$ cat config.mk
export PLATFORM = sky130hd
export DESIGN_NAME = rs485_frame_builder_checksum
export DESIGN_NICKNAME = d
export VERILOG_FILES = /design/src/fbc_pkg.sv /design/src/fbc_plan.sv /design/src/fbc_ser.sv /design/src/rs485_frame_builder_checksum.sv
export VERILOG_INCLUDE_DIRS = /design/src /design/src/src
export SDC_FILE = /design/constraint.sdc
export NUM_CORES = 1
export LEC_CHECK = 0
export BUFFER_PORTS_ARGS = -buffer_cell sky130_fd_sc_hd__buf_2
export CAP_MARGIN = 15
export CORE_MARGIN = 2
export CORE_UTILIZATION = 45
export CTS_CLUSTER_DIAMETER = 150
export DETAILED_ROUTE_END_ITERATION = 6
export PLACE_DENSITY = 0.62
export SETUP_SLACK_MARGIN = 0.05
export SYNTH_ARGS = -nofsm -noshare
export SYNTH_HDL_FRONTEND = slang
export SYNTH_SLANG_ARGS = --single-unit
$ cat constraint.sdc
create_clock -name clk -period 8.6 [get_ports clk]
set_clock_uncertainty 0.2 [all_clocks]
set_input_delay 1.72 -clock clk [delete_from_list [all_inputs] [get_ports clk]]
set_output_delay 1.72 -clock clk [all_outputs]
set_load 0.01 [all_outputs]
$ cat src/rs485_frame_builder_checksum_defines.svh
// assertion macros for the frame builder
`ifndef RS485_FRAME_BUILDER_CHECKSUM_DEFINES_SVH
`define RS485_FRAME_BUILDER_CHECKSUM_DEFINES_SVH

// condition must hold at every edge out of reset
`define FBC_ASSERT_ALWAYS(lbl, cond, msg) \
	lbl: assert property (@(posedge clk) disable iff (!arst_n) (cond)) else $error(msg);

// consequent must hold after the antecedent, as a non-overlapping implication
`define FBC_ASSERT_NEXT(lbl, ante, cons, msg) \
	lbl: assert property (@(posedge clk) disable iff (!arst_n) (ante) |=> (cons)) else $error(msg);

`endif

$ cat src/fbc_pkg.sv
// shared types and constants for the frame builder
`default_nettype none
package fbc_pkg;

	localparam int unsigned NUM_SLOTS  = 10;
	localparam int unsigned SLOT_W     = 4;
	localparam int unsigned CFG_IDX_W  = 2;
	localparam int unsigned IN_DATA_W  = 48;
	localparam int unsigned IN_ITEM_W  = 46;

	localparam logic [5:0] MAX_WORDS   = 6'd62;
	localparam logic [7:0] LEN_BASE    = 8'd6;
	localparam logic [7:0] PING_LEN    = 8'd6;

	typedef enum logic [CFG_IDX_W-1:0] {
		CFG_OWN_ADDR  = 2'd0,
		CFG_HDR_START = 2'd1,
		CFG_TXT_START = 2'd2
	} cfg_reg_t;

	typedef struct packed {
		logic                 valid;
		logic [CFG_IDX_W-1:0] index;
		logic [7:0]           data;
	} cfg_wr_t;

	typedef struct packed {
		logic [31:0] data_word;
		logic [5:0]  word_count;
		logic [7:0]  destination;
	} item_t;

	typedef struct packed {
		logic [NUM_SLOTS-1:0][7:0] bytes;
		logic [SLOT_W-1:0]         last_idx;
		logic                      close;
		logic                      err;
	} plan_t;

endpackage
`default_nettype wire

$ cat src/fbc_plan.sv
// input register, configuration registers and per-item frame byte planning
`default_nettype none
`include "rs485_frame_builder_checksum_defines.svh"
module fbc_plan import fbc_pkg::*; (
	input  wire logic                 clk,
	input  wire logic                 arst_n,
	input  wire cfg_wr_t              cfg,
	input  wire logic                 in_valid,
	output logic                      in_ready,
	input  wire logic                 in_opcode,
	input  wire item_t                in_item,
	output logic                      plan_valid,
	input  wire logic                 plan_ready,
	output plan_t                     plan
);

	logic       valid_s1;
	logic       opcode_s1;
	item_t      item_s1;
	logic [7:0] own_addr_q;
	logic [7:0] hdr_start_q;
	logic [7:0] txt_start_q;
	logic [7:0] running_sum_q;
	logic [5:0] words_left_q;

	logic       take;
	logic       use_hdr;
	logic       use_word;
	logic       use_ck;
	logic       is_err;
	logic [7:0] hdr_len;
	logic [7:0] hdr_sum;
	logic [7:0] word_sum;
	logic [7:0] total;
	logic [7:0] ck_byte;
	logic [7:0] sum_d;
	logic [5:0] wl_d;
	logic [3:0][7:0] wb;

	assign take       = valid_s1 && plan_ready;
	assign in_ready   = !valid_s1 || plan_ready;
	assign plan_valid = valid_s1;

	always_ff @(posedge clk or negedge arst_n) begin
		if (!arst_n) begin
			valid_s1 <= 1'b0;
		end else if (in_ready) begin
			valid_s1 <= in_valid;
		end
	end

	always_ff @(posedge clk) begin
		if (in_ready && in_valid) begin
			opcode_s1 <= in_opcode;
			item_s1   <= in_item;
		end
	end

	always_ff @(posedge clk or negedge arst_n) begin
		if (!arst_n) begin
			own_addr_q  <= 8'd0;
			hdr_start_q <= 8'd1;
			txt_start_q <= 8'd2;
		end else if (cfg.valid) begin
			unique case (cfg_reg_t'(cfg.index))
				CFG_OWN_ADDR:  own_addr_q  <= cfg.data;
				CFG_HDR_START: hdr_start_q <= cfg.data;
				CFG_TXT_START: txt_start_q <= cfg.data;
				default: ;
			endcase
		end
	end

	assign wb = item_s1.data_word;

	always_comb begin
		use_hdr  = 1'b0;
		use_word = 1'b0;
		use_ck   = 1'b0;
		is_err   = 1'b0;
		hdr_len  = {item_s1.word_count, 2'b00} + LEN_BASE;
		wl_d     = words_left_q;
		if (opcode_s1) begin
			use_hdr = 1'b1;
			use_ck  = 1'b1;
			hdr_len = PING_LEN;
			wl_d    = 6'd0;
		end else if (words_left_q == 6'd0) begin
			if (item_s1.word_count == 6'd0 || item_s1.word_count > MAX_WORDS) begin
				is_err = 1'b1;
			end else begin
				use_hdr  = 1'b1;
				use_word = 1'b1;
				wl_d     = item_s1.word_count - 6'd1;
				use_ck   = (item_s1.word_count == 6'd1);
			end
		end else begin
			use_word = 1'b1;
			wl_d     = words_left_q - 6'd1;
			use_ck   = (words_left_q == 6'd1);
		end
	end

	assign hdr_sum  = hdr_start_q + hdr_len + own_addr_q + item_s1.destination + txt_start_q;
	assign word_sum = wb[3] + wb[2] + wb[1] + wb[0];
	assign total    = (use_hdr ? hdr_sum : running_sum_q) + (use_word ? word_sum : 8'd0);
	assign ck_byte  = ~total + 8'd1;

	always_comb begin
		plan       = '0;
		plan.close = use_ck;
		plan.err   = is_err;
		sum_d      = use_ck ? 8'd0 : total;
		if (is_err) begin
			sum_d         = running_sum_q;
			plan.last_idx = 4'd0;
		end else if (use_hdr) begin
			plan.bytes[0] = hdr_start_q;
			plan.bytes[1] = hdr_len;
			plan.bytes[2] = own_addr_q;
			plan.bytes[3] = item_s1.destination;
			plan.bytes[4] = txt_start_q;
			if (use_word) begin
				plan.bytes[5] = wb[3];
				plan.bytes[6] = wb[2];
				plan.bytes[7] = wb[1];
				plan.bytes[8] = wb[0];
				plan.bytes[9] = ck_byte;
				plan.last_idx = use_ck ? 4'd9 : 4'd8;
			end else begin
				plan.bytes[5] = ck_byte;
				plan.last_idx = 4'd5;
			end
		end else begin
			plan.bytes[0] = wb[3];
			plan.bytes[1] = wb[2];
			plan.bytes[2] = wb[1];
			plan.bytes[3] = wb[0];
			plan.bytes[4] = ck_byte;
			plan.last_idx = use_ck ? 4'd4 : 4'd3;
		end
	end

	always_ff @(posedge clk or negedge arst_n) begin
		if (!arst_n) begin
			running_sum_q <= 8'd0;
			words_left_q  <= 6'd0;
		end else if (take) begin
			running_sum_q <= sum_d;
			words_left_q  <= wl_d;
		end
	end

	`FBC_ASSERT_ALWAYS(a_words_left_range, words_left_q <= MAX_WORDS, "words_left above limit")
	`FBC_ASSERT_NEXT(a_err_no_open, take && is_err, words_left_q == 6'd0, "error opened a message")
	`FBC_ASSERT_NEXT(a_ping_clears, take && opcode_s1,
		words_left_q == 6'd0 && running_sum_q == 8'd0, "ping left state behind")

endmodule
`default_nettype wire

$ cat src/fbc_ser.sv
// plan register and byte serialiser with output register
`default_nettype none
`include "rs485_frame_builder_checksum_defines.svh"
module fbc_ser import fbc_pkg::*; (
	input  wire logic clk,
	input  wire logic arst_n,
	input  wire logic plan_valid,
	output logic      plan_ready,
	input  wire plan_t plan,
	output logic      out_valid,
	input  wire logic out_ready,
	output logic [7:0] out_data,
	output logic      out_last,
	output logic      out_user
);

	logic              valid_s2;
	plan_t             plan_s2;
	logic [SLOT_W-1:0] idx_q;
	logic              out_load;
	logic              at_last;

	assign out_load   = valid_s2 && (!out_valid || out_ready);
	assign at_last    = (idx_q == plan_s2.last_idx);
	assign plan_ready = !valid_s2 || (out_load && at_last);

	always_ff @(posedge clk or negedge arst_n) begin
		if (!arst_n) begin
			valid_s2 <= 1'b0;
			idx_q    <= '0;
		end else begin
			if (plan_ready) begin
				valid_s2 <= plan_valid;
				idx_q    <= '0;
			end else if (out_load) begin
				idx_q <= idx_q + 4'd1;
			end
		end
	end

	always_ff @(posedge clk) begin
		if (plan_ready && plan_valid) begin
			plan_s2 <= plan;
		end
	end

	always_ff @(posedge clk or negedge arst_n) begin
		if (!arst_n) begin
			out_valid <= 1'b0;
		end else if (out_load) begin
			out_valid <= 1'b1;
		end else if (out_ready) begin
			out_valid <= 1'b0;
		end
	end

	always_ff @(posedge clk) begin
		if (out_load) begin
			out_data <= plan_s2.bytes[idx_q];
			out_last <= plan_s2.close && at_last;
			out_user <= plan_s2.err;
		end
	end

	`FBC_ASSERT_ALWAYS(a_idx_bound, !valid_s2 || idx_q <= plan_s2.last_idx, "byte index past plan")
	`FBC_ASSERT_ALWAYS(a_err_not_last, !(out_valid && out_user && out_last),
		"error request marked as frame end")

endmodule
`default_nettype wire

$ cat src/rs485_frame_builder_checksum.sv
// path: an accepted item passes the input reg, the plan reg and the output reg before its first byte shows
// throughput: one byte per cycle while m_axis_tready is high and items keep arriving; an item yields
//   4 or 5 bytes for a later word, 9 or 10 for a first word, 6 for a ping, 1 for a count error
// the byte serialiser sets this rate; the next item is taken while bytes are still going out
// reset: arst_n clears the pipeline, the message state and loads the register defaults
`default_nettype none
module rs485_frame_builder_checksum import fbc_pkg::*; (
	input  wire logic                 clk,
	input  wire logic                 arst_n,
	input  wire logic                 s_axis_tvalid,
	output logic                      s_axis_tready,
	input  wire logic [IN_DATA_W-1:0] s_axis_tdata,  // destination, word_count, data_word
	input  wire logic                 s_axis_tuser,  // opcode
	output logic                      m_axis_tvalid,
	input  wire logic                 m_axis_tready,
	output logic [7:0]                m_axis_tdata,  // out_byte
	output logic                      m_axis_tlast,  // frame_end
	output logic                      m_axis_tuser,  // count_error
	input  wire logic                 cfg_valid,
	output logic                      cfg_ready,
	input  wire logic [CFG_IDX_W-1:0] cfg_index,
	input  wire logic [7:0]           cfg_data
);

	cfg_wr_t cfg;
	item_t   in_item;
	plan_t   plan;
	logic    plan_valid;
	logic    plan_ready;

	assign cfg_ready = 1'b1;
	assign cfg.valid = cfg_valid;
	assign cfg.index = cfg_index;
	assign cfg.data  = cfg_data;
	assign in_item   = item_t'(s_axis_tdata[IN_ITEM_W-1:0]);

	fbc_plan u_plan (
		.clk        (clk),
		.arst_n     (arst_n),
		.cfg        (cfg),
		.in_valid   (s_axis_tvalid),
		.in_ready   (s_axis_tready),
		.in_opcode  (s_axis_tuser),
		.in_item    (in_item),
		.plan_valid (plan_valid),
		.plan_ready (plan_ready),
		.plan       (plan)
	);

	fbc_ser u_ser (
		.clk        (clk),
		.arst_n     (arst_n),
		.plan_valid (plan_valid),
		.plan_ready (plan_ready),
		.plan       (plan),
		.out_valid  (m_axis_tvalid),
		.out_ready  (m_axis_tready),
		.out_data   (m_axis_tdata),
		.out_last   (m_axis_tlast),
		.out_user   (m_axis_tuser)
	);

endmodule
`default_nettype wire

## After elaboration in Yosys (flattened, before gate mapping)

Index checks and enable logic that the tools add are counted.

- Bits in registers: 188
- Latch bits: 0
- Bits in writable memories: 0
- Bits in read-only memories: 0
- Input port bits: 64
- Output and inout port bits: 13
- Word-level logic and storage cells: 107
- Memories kept: 0

- Add/subtract/negate cells: 13
- Multipliers: 0
- Divide/modulo/power cells: 0
- Order comparisons: 2
- Equal/unequal tests: 6
- Shift operators: 0
- Muxes and demuxes: 29
- Bitwise operators: 4
- Reductions and logical operators: 24

Operators with widths:

| cell | number |
|---|---|
| adder 8 bit | 8 |
| two-way mux 8 bit | 6 |
| two-way mux 44 bit | 1 |
| binary-select mux 8 bit (select 4 bit) | 1 |
| two-way mux 6 bit | 3 |
| two-way mux 1 bit | 14 |
| equality test 6 x 1 -> 1 bit, second input constant | 2 |
| logical NOT 6 bit | 2 |
| two-way mux 4 bit | 3 |
| subtractor 6 x 1 -> 6 bit, second input constant | 2 |
| AND reduction 2 bit | 5 |
| adder 8 x 1 -> 8 bit, second input constant | 1 |
| adder 8 x 3 -> 8 bit, second input constant | 1 |
| inverter 8 bit | 1 |
| greater-than comparator 6 bit, second input constant | 1 |
| logical AND 1 bit | 5 |
| less-than comparator 4 x 5 -> 1 bit, second input constant | 1 |
| adder 4 x 1 -> 4 bit, second input constant | 1 |
| equality test 4 bit | 1 |
| logical OR 1 bit | 4 |
| nonzero test 2 bit | 2 |
| logical NOT 1 bit | 3 |
| two-way mux 3 bit | 1 |
| inequality test 3 x 2 -> 1 bit, second input constant | 1 |
| 6 further kinds | 8 |

## Depth between registers and ports, before layout

- Depth after elaboration: 11
- Mapped depth: 23
- Depth with buffers taken out: 23

## Cells and area by module

From an unflattened synthesis, not the netlist that was laid out.

- Cells, all modules: 810
- Area, all modules: 9963.3 sq um

Modules (own cells, without submodules):

| module | times used | cells an instance | area each (sq um) | sequential area each (sq um) |
|---|---|---|---|---|
| fbc_plan | 1 | 596 | 6059.6 | 2389.8 |
| fbc_ser | 1 | 212 | 3892.5 | 3032.9 |
| rs485_frame_builder_checksum | 1 | 2 | 11.3 | 0.0 |

## Least setup slack after synthesis

OpenSTA, ideal clock, no wires.

- Path type: reg2reg
- From: reg u_plan.opcode_s1
- To: reg u_ser.plan_s2[53] in the netlist's numbering (data pin)
- Setup time: 0.256 ns
- Arrival time: 5.458 ns
- Data required time: 8.144 ns
- Path slack: 2.686 ns
- Cell stages (with the launch flop): 22
- Path buffers: 2
- Period minus slack after synthesis: 5.914 ns
- Cell sequence: edfxtp_1 -> clkbuf_1 -> buf_1 -> nand2b_1 -> fa_1 -> fa_1 -> fa_1 -> ha_1 -> fa_1 -> a21o_1 -> a21oi_1 -> xor2_1 -> o21ai_0 -> ha_1 -> nor3b_1 -> a311oi_1 -> o311ai_1 -> nor3_1 -> xnor2_1 -> nand2_2 -> xor2_1 -> a22o_1

- Cells in the longest elaborated chain, start to end: 10
- Elaborated cells between the ends (all ways): 16
- Classes of those cells: add/sub (6); mux (7); bitwise (2); reduce/logical (1)

Ends and longest elaborated chain:

| element | line | text |
|---|---|---|
| start: declaration | fbc_plan.sv:18 | `logic opcode_s1;` |
| start signal: assignment | fbc_plan.sv:54 | `opcode_s1 <= in_opcode;` |
| two-way mux 8 bit | fbc_plan.sv:83 | `if (opcode_s1) begin` |
| adder 8 bit (4 in series) | fbc_plan.sv:104 | `assign hdr_sum = hdr_start_q + hdr_len + own_addr_q + item_s1.destination + txt_start_q;` |
| two-way mux 8 bit | fbc_plan.sv:106 | `assign total = (use_hdr ? hdr_sum : running_sum_q) + (use_word ? word_sum : 8'd0);` |
| adder 8 bit | fbc_plan.sv:106 |  |
| inverter 8 bit | fbc_plan.sv:107 | `assign ck_byte = ~total + 8'd1;` |
| adder 8 x 1 -> 8 bit | fbc_plan.sv:107 |  |
| two-way mux 8 bit | fbc_plan.sv:123 | `if (use_word) begin` |
| end signal: assignment | fbc_ser.sv:43 | `plan_s2 <= plan;` |
| end: declaration | fbc_ser.sv:18 | `plan_t plan_s2;` |

Several ways; a longest one is shown, not always the timed one.
A chain may end at the register's enable or synchronous reset.

## Final worst setup path

- From: reg u_plan.item_s1[8] in the netlist's numbering
- To: reg u_ser.plan_s2[45] in the netlist's numbering (data pin)

- Cells in the longest elaborated chain, start to end: 11
- Elaborated cells between the ends (all ways): 23
- Classes of those cells: add/sub (7); order compare (1); mux (12); bitwise (1); reduce/logical (2)

Ends and longest elaborated chain:

| element | line | text |
|---|---|---|
| start: declaration | fbc_plan.sv:19 | `item_t item_s1;` |
| start signal: assignment | fbc_plan.sv:55 | `item_s1 <= in_item;` |
| adder 8 x 3 -> 8 bit | fbc_plan.sv:81 | `hdr_len = {item_s1.word_count, 2'b00} + LEN_BASE;` |
| two-way mux 8 bit | fbc_plan.sv:83 |  |
| adder 8 bit (4 in series) | fbc_plan.sv:104 |  |
| two-way mux 8 bit | fbc_plan.sv:106 |  |
| adder 8 bit | fbc_plan.sv:106 |  |
| inverter 8 bit | fbc_plan.sv:107 |  |
| adder 8 x 1 -> 8 bit | fbc_plan.sv:107 |  |
| two-way mux 44 bit | fbc_plan.sv:117 | `end else if (use_hdr) begin` |

Several ways; a longest one is shown, not always the timed one.

==> impl_metrics.env <==
export IMPL_rsz0062_at_grt="false"
export IMPL_clk_transition_reported_paths_ns=0.07
export IMPL_crit_chain="inv_1, ha_1, nand2b_1, fa_1, inv_1, fa_1, inv_1, fa_1, inv_1, fa_1, a21o_1, a21oi_1, xor2_1, o21ai_0, ha_1, nor3b_1, a311oi_1, o311ai_1, nor3_1, xnor2_1, nand2_2, a2111o_1, nand3_1"
export IMPL_track_usage=0.205
export IMPL_syn_avg_cell_area_sq_um=12.0
export IMPL_area_growth_pct=12.4
export IMPL_crit_fanout=7
export IMPL_wl_per_cell_um=19.0
export IMPL_cts_buffer_depth=2
export IMPL_drive_above_1_share=0.202
export IMPL_start_util=0.460
export IMPL_p_leak_nw=4.53
export IMPL_viasPerCell=5.35
export IMPL_netlist_area_sq_um=10100
export IMPL_cp_data_required_time_ns=8.69
export IMPL_period_needed_ns=6.38
export IMPL_ant_nets=0
export IMPL_synth_edf_count=143
export IMPL_ys_flop_type="edfxtp_1"
export IMPL_worst_pin_slew_ns=0.889
export IMPL_top_layer="met4"
export IMPL_h_tree_depth=4
export IMPL_grt_antenna_before_repair=0
export IMPL_ctsRootBufferMaster="clkbuf_16"
export IMPL_final_seq_area_sq_um=5420
export IMPL_async_reset_ff_frac=0.239
export IMPL_route_met2_wl_um=10300
export IMPL_antenna_cells=0
export IMPL_ys_ff_latch=188
export IMPL_setup_violations=0
export IMPL_synth_seq_area_share=0.537
export IMPL_drt_pass1_iterations=5
export IMPL_fp_dieW_um=154
export IMPL_postLayoutCellArea_sq_um=11400
export IMPL_cts_tree="yes"
export IMPL_clock_latency_ns=0.43
export IMPL_port_buffers=73
export IMPL_die_area_sq_um=23700
export IMPL_grt_max_degree=69
export IMPL_drt_wl_total_um=22900
export IMPL_hold_class="register to register"
export IMPL_start_kind="register"
export IMPL_die_y_um=154
export IMPL_cts_sinks=188
export IMPL_cts_setup_buffers=0
export IMPL_cts_resized=0
export IMPL_arrival_ns=6.48
export IMPL_grt_pass1_vias=6551
export IMPL_wl_met1_um=11100
export IMPL_multi_input_comb_area_sq_um=4250
export IMPL_yosysUniqueCellTypes=69
export IMPL_syn_inst=845
export IMPL_initialDrtViolationCount=639
export IMPL_yosys_warnings=0
export IMPL_max_freq_ghz=0.157
export IMPL_place_hpwl_um=16600
export IMPL_status="finished clean"
export IMPL_core_area_sq_um=22000
export IMPL_cts_buffers=17
export IMPL_grt_pass1_wl_um=36900
export IMPL_crit_buf_inv=4
export IMPL_drv_slew=0
export IMPL_total_power_mw=4.00
export IMPL_hold_viol_final=0
export IMPL_crit_type="register to register"
export IMPL_io_pins=77
export IMPL_rows=54
export IMPL_slowest_stage="edfxtp_1"
export IMPL_critPathTopFamily="adder cells"
export IMPL_power_density_nw_per_um2=352
export IMPL_timing_slew_headroom=0.407
export IMPL_vias=6458
export IMPL_place_congestion=0.857
export IMPL_fin_crit_sh=0.742
export IMPL_fin_nets=1040
export IMPL_placed_cell_area_sq_um=10800
export IMPL_tns_ns=0
export IMPL_ir_drop_v=0.000201
export IMPL_syn_nets=972
export IMPL_wl_met3_um=1270
export IMPL_cp_end_kind="register"
export IMPL_hold_buffers=0
export IMPL_route_detailed_drc=0
export IMPL_drv_cap=0
export IMPL_overflow=0
export IMPL_nFillCells=1914
export IMPL_crit_path_max_incr_delay_ns=0.49
==> flip-flops by register name (all words and copies together) (netlist names) <==
register,count
u_plan.hdr_start_q,8
u_plan.item_s1,14
u_plan.opcode_s1,1
u_plan.own_addr_q,8
u_plan.plan_valid,1
u_plan.running_sum_q,8
u_plan.txt_start_q,8
u_plan.wb,32
u_plan.words_left_q,6
u_ser.idx_q,4
u_ser.out_data,8
u_ser.out_last,1
u_ser.out_user,1
u_ser.out_valid,1
u_ser.plan_s2,86
u_ser.valid_s2,1
==> power breakdown <==
part	leakage, nW	internal [mW]	switching [mW]
Combinational	2.41	0.828	1.11
Clock	0.283	0.434	0.359
Sequential	1.84	1.17	0.0994
Total	4.53	2.43	1.57
==> final timing paths <==
| path | start | endpoint | slack (ns) | cells past startpoint |
|---|---|---|---|---|
| worst max register to register | u_plan.item_s1[8]$_DFFE_PP_ | u_ser.plan_s2[45]$_SDFFCE_PP0P_ | 2.22 | 23 |
| worst min-delay path | u_ser.plan_s2[0]$_DFFE_PP_ | u_ser.out_user$_DFFE_PP_ | 0.22 | 0 |
| worst max-delay path | u_plan.item_s1[8]$_DFFE_PP_ | u_ser.plan_s2[45]$_SDFFCE_PP0P_ | 2.22 | 23 |
| min in group asynchronous | arst_n | u_ser.out_valid$_DFFE_PN0P_ | 1.18 | 2 |
| worst min register to register | u_ser.plan_s2[0]$_DFFE_PP_ | u_ser.out_user$_DFFE_PP_ | 0.22 | 0 |
| max in group asynchronous | arst_n | u_plan.own_addr_q[5]$_DFFE_PN0P_ | 6.57 | 2 |
==> synth_stat cells (3+ instances only) <==
library cell,n,share of area
nand3b_1,4,0.0030
nand3_1,7,0.0035
a221oi_1,8,0.0069
buf_4,3,0.0022
mux4_2,16,0.036
nand2b_1,11,0.0068
a21oi_1,52,0.026
o21bai_1,4,0.0030
nor2b_1,7,0.0043
buf_1,3,0.0011
edfxtp_1,143,0.42
fa_1,34,0.067
xnor2_1,23,0.020
o31ai_1,6,0.0045
a211oi_1,5,0.0037
mux2_2,31,0.035
or2_2,3,0.0019
xor2_1,18,0.016
dfrtp_1,43,0.11
nor3_1,8,0.0040
ha_1,29,0.036
and2_1,26,0.016
mux2i_1,4,0.0040
nand2_1,120,0.045
buf_2,4,0.0020
nor2_1,49,0.018
clkbuf_1,25,0.0093
and3_1,3,0.0019
inv_1,75,0.028
nor3b_1,3,0.0022
a21o_1,6,0.0045
o21ai_0,24,0.012
==> kinds of logic after synthesis <==
group | synth area share
AND/OR/NAND/NOR | 0.116
adder cells (fa/ha/maj) | 0.103
flip-flops | 0.537
buffers and inverters | 0.0437
other | 0.000371
XOR/XNOR | 0.0394
AO/OA/AOI/OAI | 0.0863
multiplexers | 0.0742
==> cell type report <==
type / count / share of cell area
Multi-Input combinational cell: 544 / 0.375
Timing Repair Buffer: 85 / 0.0401
Tap cell: 280 / 0.0308
Clock inverter: 15 / 0.0142
Inverter: 77 / 0.0254
Clock buffer: 17 / 0.0375
Sequential cell: 188 / 0.477
==> metal layers <==
layer,global-route usage,vias to the layer above
met5,0,-
met4,0.0436,0
met3,0.0364,18
met2,0.313,198
met1,0.309,3162
li1,-,3080
==> layout by cell type (no fill, tap or decap), types with 3 or more instances in the layout <==
cell type	synthesis	layout
edfxtp_1	143	143
nand2_1	120	120
inv_1	75	75
buf_2	4	73
a21oi_1	52	52
nor2_1	49	47
dfrtp_1	43	43
fa_1	34	34
mux2_2	31	31
ha_1	29	29
o21ai_0	24	24
and2_1	26	24
xnor2_1	23	23
xor2_1	18	18
clkbuf_16	0	17
mux4_2	16	16
buf_4	3	12
nand2b_1	11	11
nor3_1	8	8
a221oi_1	8	8
nor2b_1	7	7
nand3_1	7	7
a21o_1	6	6
o31ai_1	6	6
a211oi_1	5	5
inv_6	0	5
nand3b_1	4	4
mux2i_1	4	4
o21bai_1	4	4
nor3b_1	3	3
or2_2	3	3
and3_1	3	3
clkinv_2	0	3
clkinvlp_4	0	3
==> through the flow <==
stage	hold slack, ns	setup WS [ns]	util	instances
after global placement	0.206	2.30	0.491	1174
final	0.225	2.22	0.517	1206
after detailed placement	0.209	2.20	0.491	1174
after floorplan	0.200	2.69	-	845
after global routing	0.228	1.79	0.517	1206
after CTS	0.225	2.18	0.517	1206
(Power assumes the default switching activity.)
